==> config.mk <==
export PLATFORM = sky130hd
export DESIGN_NAME = rti_class
export DESIGN_NICKNAME = d
export VERILOG_FILES = /design/src/rtl/core/rti_pkg.sv /design/src/rtl/core/rti_class.sv
export SDC_FILE = /design/constraint.sdc
export NUM_CORES = 1
export LEC_CHECK = 0
export CORE_UTILIZATION = 65
export CTS_CLUSTER_DIAMETER = 80
export CTS_CLUSTER_SIZE = 12
export DETAILED_ROUTE_END_ITERATION = 12
export DONT_BUFFER_PORTS = 1
export PLACE_DENSITY_LB_ADDON = 0.08
export SYNTH_ARGS = -nofsm -noshare
export SYNTH_HDL_FRONTEND = slang
export SYNTH_SLANG_ARGS = --single-unit
==> constraint.sdc <==
create_clock -name clk -period 5.6 [get_ports clk]
set_input_delay 0.56 -clock clk [delete_from_list [all_inputs] [get_ports clk]]
set_output_delay 0.56 -clock clk [all_outputs]
set_load 0.02 [all_outputs]
==> src/rtl/core/rti_pkg.sv <==
`default_nettype none
package rti_pkg;

	localparam int COORD_WIDTH = 32;
	localparam int FRAC_BITS   = 16;

	// operand width of vectors, capped at 32 bits
	localparam int CW    = (COORD_WIDTH > 32) ? 32 : COORD_WIDTH;
	localparam int FB    = FRAC_BITS;
	localparam int PW    = 2 * CW - FB;      // floored product
	localparam int DW    = PW + 2;           // dot product
	localparam int AW    = DW + 1;           // dot product after sign flip
	localparam int RW    = AW + 1;           // divider remainder
	localparam int T_W   = 31;               // distance width
	localparam int LB    = T_W - FB;         // numerator bits above the fraction
	localparam int EPS_W = 16;

	localparam int IN_DW  = ((6 * COORD_WIDTH + 7) / 8) * 8;
	localparam int OUT_DW = ((T_W + 7) / 8) * 8;

	localparam logic [T_W-1:0] T_MAX = {T_W{1'b1}};
	localparam logic [EPS_W-1:0] EPS_RESET = EPS_W'(7);

	// miss reasons
	localparam logic [2:0] R_HIT      = 3'd0;
	localparam logic [2:0] R_PARALLEL = 3'd1;
	localparam logic [2:0] R_U_OUT    = 3'd2;
	localparam logic [2:0] R_V_OUT    = 3'd3;
	localparam logic [2:0] R_T_SMALL  = 3'd4;

	localparam logic OP_LOAD = 1'b0;
	localparam logic OP_RAY  = 1'b1;
	localparam logic [1:0] VSEL_NONE = 2'd3;

	localparam logic [2:0] ADDR_EPS = 3'd0;

	typedef logic signed [CW-1:0] vec_t [3];

	typedef struct packed {
		logic [2:0] reason;
		logic       nt_pos;
		logic       t_sat;
	} rti_tag_t;

	typedef struct packed {
		logic [AW-1:0]  den;
		logic [RW-1:0]  rem;
		logic [T_W-1:0] quo;
		logic [T_W-1:0] nb;
		rti_tag_t       tag;
	} rti_div_t;

	localparam logic signed [COORD_WIDTH:0] E_HI =
		{{(COORD_WIDTH + 2 - CW){1'b0}}, {(CW - 1){1'b1}}};
	localparam logic signed [COORD_WIDTH:0] E_LO = ~E_HI;
	localparam logic signed [PW:0] X_HI = {{(PW + 2 - CW){1'b0}}, {(CW - 1){1'b1}}};
	localparam logic signed [PW:0] X_LO = ~X_HI;

	function automatic logic signed [CW-1:0] sat_e(input logic signed [COORD_WIDTH:0] x);
		logic signed [CW-1:0] r;
		if (x > E_HI)
			r = E_HI[CW-1:0];
		else if (x < E_LO)
			r = E_LO[CW-1:0];
		else
			r = x[CW-1:0];
		return r;
	endfunction

	function automatic logic signed [CW-1:0] sat_x(input logic signed [PW:0] x);
		logic signed [CW-1:0] r;
		if (x > X_HI)
			r = X_HI[CW-1:0];
		else if (x < X_LO)
			r = X_LO[CW-1:0];
		else
			r = x[CW-1:0];
		return r;
	endfunction

	// product floored by the fraction bits
	function automatic logic signed [PW-1:0] mulq(input logic signed [CW-1:0] a,
			input logic signed [CW-1:0] b);
		logic signed [2*CW-1:0] p;
		p = (2*CW)'(a) * (2*CW)'(b);
		return p[2*CW-1:FB];
	endfunction

endpackage
`default_nettype wire

==> src/rtl/core/rti_class.sv <==
`default_nettype none
module rti_class import rti_pkg::*; (
	input  wire logic clk,
	input  wire logic arst_n,
	input  wire logic en,
	input  wire logic [EPS_W-1:0] eps,
	input  wire logic in_vld,
	input  wire logic signed [DW-1:0] a,
	input  wire logic signed [DW-1:0] nu,
	input  wire logic signed [DW-1:0] nv,
	input  wire logic signed [DW-1:0] nt,
	output logic out_vld,
	output rti_div_t out_div
);

	logic vld_s6, vld_s7;
	logic signed [AW-1:0] a_s6, nu_s6, nv_s6, nt_s6;
	rti_div_t div_s7;

	logic signed [AW:0] sum_uv;
	logic par;
	logic [2:0] reason;
	logic [AW+LB-1:0] nt_w, a_w;

	always_ff @(posedge clk or negedge arst_n) begin
		if (!arst_n) begin
			vld_s6 <= 1'b0;
			vld_s7 <= 1'b0;
		end else if (en) begin
			vld_s6 <= in_vld;
			vld_s7 <= vld_s6;
		end
	end

	// take the magnitude of the determinant, folding its sign into the numerators
	always_ff @(posedge clk) begin
		if (en) begin
			if (a < 0) begin
				a_s6  <= -AW'(a);
				nu_s6 <= -AW'(nu);
				nv_s6 <= -AW'(nv);
				nt_s6 <= -AW'(nt);
			end else begin
				a_s6  <= AW'(a);
				nu_s6 <= AW'(nu);
				nv_s6 <= AW'(nv);
				nt_s6 <= AW'(nt);
			end
		end
	end

	always_comb begin
		sum_uv = (AW+1)'(nu_s6) + (AW+1)'(nv_s6);
		par = (a_s6 == '0) || (a_s6 < $signed(AW'(eps)));
		if (par)
			reason = R_PARALLEL;
		else if (nu_s6 < 0 || nu_s6 > a_s6)
			reason = R_U_OUT;
		else if (nv_s6 < 0 || sum_uv > (AW+1)'(a_s6))
			reason = R_V_OUT;
		else
			reason = R_HIT;
		nt_w = {{LB{1'b0}}, nt_s6};
		a_w  = {a_s6, {LB{1'b0}}};
	end

	always_ff @(posedge clk) begin
		if (en) begin
			div_s7.tag.reason <= reason;
			div_s7.tag.nt_pos <= !nt_s6[AW-1] && (nt_s6 != '0);
			div_s7.tag.t_sat  <= nt_w >= a_w;
			div_s7.den <= a_s6;
			div_s7.rem <= RW'(nt_s6[AW-1:LB]);
			div_s7.quo <= '0;
			div_s7.nb  <= {nt_s6[LB-1:0], {FB{1'b0}}};
		end
	end

	assign out_vld = vld_s7;
	assign out_div = div_s7;

endmodule
`default_nettype wire

==> results of run 1 <==
## path summary, 6_finish.rpt
kind,startpoint,endpoint,slack [ns],cells past startpoint
setup / recovery,nu_s6[8]$_DFFE_PP_,out_div[2]$_SDFFCE_PP1P_,0.35,18
hold / removal,nu[0],nu_s6[0]$_DFFE_PP_,0.08,0
setup reg to reg,nu_s6[8]$_DFFE_PP_,out_div[2]$_SDFFCE_PP1P_,0.35,18
hold reg to reg,nt_s6[11]$_DFFE_PP_,out_div[32]$_DFFE_PP_,0.45,0
max in group asynchronous,arst_n,out_vld$_DFFE_PN0P_,5.24,1
min in group asynchronous,arst_n,vld_s6$_DFFE_PN0P_,0.24,1
## Yosys cell counts, types with 4 or more instances
master and instances:
edfxtp_1 310, ha_1 209, xnor2_1 198, nand2_1 124, a21oi_1 114, o21ai_0 109, inv_1 101, a21o_1 86
nor2_1 67, buf_4 64, o31ai_1 52, nand4_1 44, xor2_1 40, nor4_1 39, clkbuf_1 33, or4_1 33
or3_1 32, o41ai_1 26, nand3_1 24, nor3_1 24, nand2b_1 23, nor2b_1 18, a31oi_1 16, o21a_1 10
or2_2 10, and3_1 9, o21bai_1 8, a211oi_1 7, and4_1 6, buf_1 5, nand3b_1 5, a221oi_1 4
a41oi_1 4
## critical path, delay by kind of cell (launching register included)
family          cells  cell delay (ns)
compound gates     10             2.47
flops               1             0.42
simple gates        6             1.28
fa+ha+maj           2             0.80
## final cells by class
class	count	area [um^2]
well taps	396	495.5
repair buffers	4	32.53
multi-input cells	1453	10550
clock buffers	43	820.8
flip-flops and latches	312	9359
clock inverters	2	16.27
inverters	101	379.1
fillers	2240	9260
## where the power goes
part           internal (mW)  switching, mW  leakage (nW)
Clock                   1.00          0.844         0.400
Combinational          0.782           1.03          4.91
Sequential              2.86          0.236          3.06
## registers in the layout, indices dropped and copies added, names as in the netlist
register  count
out_div     106
a_s6         51
nt_s6        51
nu_s6        51
nv_s6        51
out_vld       1
vld_s6        1
## logic make-up after synthesis
kind of cell,count (synthesis),synth area share [%]
AOI/OAI and AO/OA,469,14.80
DFF,312,45.33
other,1,0.01816
muxes,3,0.1636
buffers and inverters,203,4.854
adders and majority gates,210,12.76
and+or+nand+nor,468,11.97
xor gates and xnor gates,238,10.10
## timing repair
item                       CTS  global route
resized for setup            0             5
setup endpoints to repair    0             2
setup buffers                0             0
hold endpoints to repair     2             0
hold buffers                 1             0
## through the flow
step	power, mW	setup WS [ns]	hold slack, ns
floorplan	4.474	0.8251	0.2644
global placement	4.846	0.3748	0.2644
detailed placement	4.908	0.1922	0.2644
CTS	6.728	0.1667	0.06705
global route	7.084	-0.01002	0.06638
finish	6.759	0.3460	0.08062
## routing by layer
metal	up-vias	wire length (um)	share of wire [%]
met3	94	5854	11
met5	-	0	0
li1	7048	-	-
met1	7206	22310	42
met4	0	1294	2.4
met2	711	23450	44
==> results_dict.tcl, run 1 <==
set metrics [dict create \
    status "complete, no violations" \
    post-route-period-util_pct 93.82 \
    synth-seq-area-share_pct 45.33 \
    drive_above_1_share_pct 3.238 \
    ant_nets 0 \
    grtUsageMet1_pct 43.30 \
    fin_area_um2 21650 \
    synth-edff-count 310 \
    ioPinCount 391 \
    synthesis.area_um2 20650 \
    synth_top_area_share_pct 45.09 \
    grt_util_all_layers_pct 31.90 \
    routed_via_density 6.516 \
    grt-ovfl-total 0 \
    nNetsFinal 2332 \
    rows 64 \
    cts_buffer_depth 3 \
    first_iter_violations 1376 \
    cp-end-kind "flip-flop" \
    dieArea_um2 32480 \
    synth-seq-cells 312 \
    grt_pass1_vias 14536 \
    crit_fanout 8 \
    wl_per_cell_um 22.89 \
    p_leak_nw 8.369 \
    utilization_pct 70.04 \
    yosysWarnings 0 \
    top_usage_layer "met2" \
    crit_slowest_cell "ha_1" \
    grt_max_degree 313 \
    cts.clk_slew.worst_paths_ns 0.07 \
    remaining_drc_errors 0 \
    gr-usage-met2_pct 49.58 \
    core_area_um2 30910 \
    start_kind "flip-flop" \
    postPlaceCellArea_um2 20780 \
    final_cell_mix "edfxtp_1, ha_1, xnor2_1" \
    die_w_um 180.2 \
    finalHoldViolCount 0 \
    setup_viol 0 \
    met3_usage_pct 9.458 \
    ir_drop_uv 296.6 \
    min_period_ns 5.254 \
    syn_area_per_cell_um2 10.84 \
    die_height_um 180.2 \
    antenna_found_initial 0 \
    ys_types 62 \
    synthTopCellsByArea "edfxtp_1, ha_1, xnor2_1" \
    place_inst 2265 \
    drv_cap 0 \
    maxSlewHeadroom_pct 20.64 \
    drv_slew 0 \
    path_cells "ha_1 -> nand3_1 -> nor4_1 -> a211oi_2 -> o311a_1 -> o21ai_2 -> a31oi_1 -> a31o_2 -> a221o_1 -> ha_1 -> nand4_1 -> nor4_2 -> nand3_1 -> o31a_1 -> a21oi_1 -> nand2_1 -> a211oi_1 -> o21ai_0" \
    initial_core_util_pct 66.80 \
    firstDrtPassIters 6 \
    postSynth.asyncResetShare_pct 0.6410 \
    clock_latency_ns 0.57 \
    root_buffer "clkbuf_16" \
    io_buffer_count 0 \
    worstSetupPathType "flip-flop to flip-flop" \
    num_antenna_cells 0 \
    cp_slowest_stage_delay_ns 0.46 \
    dp_hpwl_mm 41.82 \
    synth_ff_type "edfxtp_1" \
    wl_mm 52.91 \
    finalClockSkew_ns 0.01534 \
    max_slew.worst_pin.slew_ns 1.190 \
    critPathRequiredTime_ns 5.90 \
    layout_commonest_cell "edfxtp_1" \
    power_density_nw_per_um2 312.2 \
    synth_area_leader_cell "edfxtp_1" \
    cts_max_level 1 \
    numCtsBuffers 30 \
    worstHoldPathType "input port to flip-flop" \
    finalSetupTns_ns 0 \
    cp.arrival_ns 5.55 \
    vias 15059 \
    max_freq_mhz 190.3 \
    syn2layout_area_growth_pct 4.854 \
    cts_tree "yes" \
    place_congestion 0.9313 \
    synthCells 1904 \
    grt_pass1_wl_mm 80.34 \
    cts.sinks 312 \
    stdcell_count 2311 \
]
Note: power is estimated with default switching activity, not from simulation.
==> run 2, diff against run 1 <==
Settings changed: SETUP_SLACK_MARGIN set to 0.4.
==> run 2 against run 1 <==
  * Utilization increased by 0.71 points
  * Design area increased by 1.0%
  * Combinational power increased by 3%
==> results_dict.tcl, run 2 (synthesized netlist as in run 1, its figures left out) <==
set metrics [dict create \
    cp.arrival_ns 5.21 \
    cts.clk_slew.worst_paths_ns 0.07 \
    num_antenna_cells 0 \
    path_cells "ha_4 -> nand2_2 -> nor4_4 -> a211oi_2 -> buf_4 -> o311a_1 -> o21ai_2 -> a31oi_1 -> a31o_2 -> a221o_1 -> ha_1 -> nand4_1 -> nor4_2 -> nand3_1 -> o31a_1 -> a21oi_1 -> nand2_1 -> a211oi_2 -> o21ai_0" \
    post-route-period-util_pct 87.80 \
    stdcell_count 2316 \
    finalClockSkew_ns 0.01535 \
    start_kind "flip-flop" \
    firstDrtPassIters 5 \
    grt_pass1_wl_mm 80.47 \
    initial_core_util_pct 66.80 \
    drive_above_1_share_pct 4.479 \
    gr-usage-met2_pct 49.78 \
    top_usage_layer "met2" \
    first_iter_violations 1477 \
    status "complete, no violations" \
    grt_max_degree 313 \
    core_area_um2 30910 \
    dieArea_um2 32480 \
    routed_via_density 6.502 \
    critPathRequiredTime_ns 5.89 \
    cp_slowest_stage_delay_ns 0.44 \
    place_inst 2265 \
    cts_buffer_depth 3 \
    syn2layout_area_growth_pct 5.915 \
    ir_drop_uv 296.8 \
    grtUsageMet1_pct 43.33 \
    grt_util_all_layers_pct 31.94 \
    wl_mm 53.23 \
    path_buf_inv 1 \
    maxSlewHeadroom_pct 31.21 \
    io_buffer_count 0 \
    crit_fanout 6 \
    antenna_found_initial 0 \
    grt-ovfl-total 0 \
    grt_pass1_vias 14557 \
    max_slew.worst_pin.slew_ns 1.032 \
    root_buffer "clkbuf_16" \
    crit_slowest_cell "edfxtp_1" \
    clock_latency_ns 0.57 \
    final_cell_mix "edfxtp_1, ha_1, xnor2_1" \
    vias 15058 \
    finalSetupTns_ns 0 \
    remaining_drc_errors 0 \
    layout_commonest_cell "edfxtp_1" \
    cts_tree "yes" \
    drv_cap 0 \
    wl_per_cell_um 22.98 \
    cts_max_level 1 \
    place_congestion 0.9313 \
    ant_nets 0 \
    die_height_um 180.2 \
    ioPinCount 391 \
    rsz0062_at_grt "false" \
    max_freq_mhz 203.4 \
    numCtsBuffers 30 \
    cpLargestDelayFamily "compound AO/OA/AOI/OAI gates" \
    p_leak_nw 8.414 \
    drv_slew 0 \
    rows 64 \
    nNetsFinal 2337 \
    power_density_nw_per_um2 311.9 \
    largest_reg_flops 106 \
    setup_viol 0 \
    cp_common_cell "a211oi_2" \
    worstHoldPathType "input port to flip-flop" \
    die_w_um 180.2 \
    finalHoldViolCount 0 \
    cts.sinks 312 \
    worstSetupPathType "flip-flop to flip-flop" \
    min_period_ns 4.917 \
    dp_hpwl_mm 41.82 \
    met3_usage_pct 9.438 \
    cp-end-kind "flip-flop" \
]
[run 2: worst paths after layout]
| kind | start | end | slack [ns] | cells after the start |
|---|---|---|---|---|
| worst max-delay path | nu_s6[10]$_DFFE_PP_ | out_div[2]$_SDFFCE_PP1P_ | 0.68 | 19 |
| worst max register to register | nu_s6[10]$_DFFE_PP_ | out_div[2]$_SDFFCE_PP1P_ | 0.68 | 19 |
| max in group asynchronous | arst_n | out_vld$_DFFE_PN0P_ | 5.24 | 1 |
| worst min register to register | nt_s6[11]$_DFFE_PP_ | out_div[32]$_DFFE_PP_ | 0.45 | 0 |
| worst min-delay path | nv[0] | nv_s6[0]$_DFFE_PP_ | 0.08 | 0 |
| min in group asynchronous | arst_n | vld_s6$_DFFE_PN0P_ | 0.23 | 1 |
[run 2: where the power goes]
group	total (mW)	internal (mW)	switching, mW	leakage [nW]
Clock	1.84	1.00	0.843	0.400
Sequential	3.11	2.86	0.242	3.06
Combinational	1.87	0.812	1.06	4.96
[run 2: routing by layer]
layer | routed length [um] | vias up | part of all wire (%)
met2 | 23620 | 720 | 44
met5 | 0 | - | 0
met1 | 22540 | 7184 | 42
met4 | 1300 | 0 | 2.4
met3 | 5765 | 89 | 11
li1 | - | 7065 | -
[run 2: repair_timing]
action / CTS / global route
pin swaps: 0 / 9
setup endpoints to repair: 2 / 2
hold buffers: 1 / 0
endpoints found under the hold margin: 2 / 0
resized for setup: 6 / 33
buffers inserted: 0 / 5
[run 2: final cells by class]
| cell class | count | area, um^2 |
|---|---|---|
| Sequential cell | 312 | 9359 |
| Fill cell | 2222 | 9041 |
| Clock inverter | 2 | 16.27 |
| Inverter | 101 | 379.1 |
| Multi-Input combinational cell | 1453 | 10730 |
| Timing Repair Buffer | 9 | 70.07 |
| Tap cell | 396 | 495.5 |
| Clock buffer | 43 | 820.8 |
[run 2: worst register-to-register path, stage by stage, from the launching register on]
cell and delay (ns):
edfxtp_1 0.44, ha_4 0.34, nand2_2 0.13, nor4_4 0.32, a211oi_2 0.14, buf_4 0.16, o311a_1 0.39, o21ai_2 0.20
a31oi_1 0.16, a31o_2 0.29, a221o_1 0.30, ha_1 0.34, nand4_1 0.17, nor4_2 0.24, nand3_1 0.15, o31a_1 0.30
a21oi_1 0.16, nand2_1 0.08, a211oi_2 0.23, o21ai_0 0.11
[run 2: stage by stage]
stage | total power [mW] | util, % | area [um^2] | hold slack [ns] | setup slack, ns
finish | 6.821 | 70.75 | 21870 | 0.07767 | 0.6829
global route | 7.144 | 70.75 | 21870 | 0.06638 | 0.4051
CTS | 6.734 | 70.05 | 21650 | 0.06705 | 0.4043
detailed placement | 4.908 | 67.24 | 20780 | 0.2644 | 0.1922
global placement | 4.846 | 67.24 | 20780 | 0.2644 | 0.3748
floorplan | 4.474 | - | 20890 | 0.2644 | 0.8251
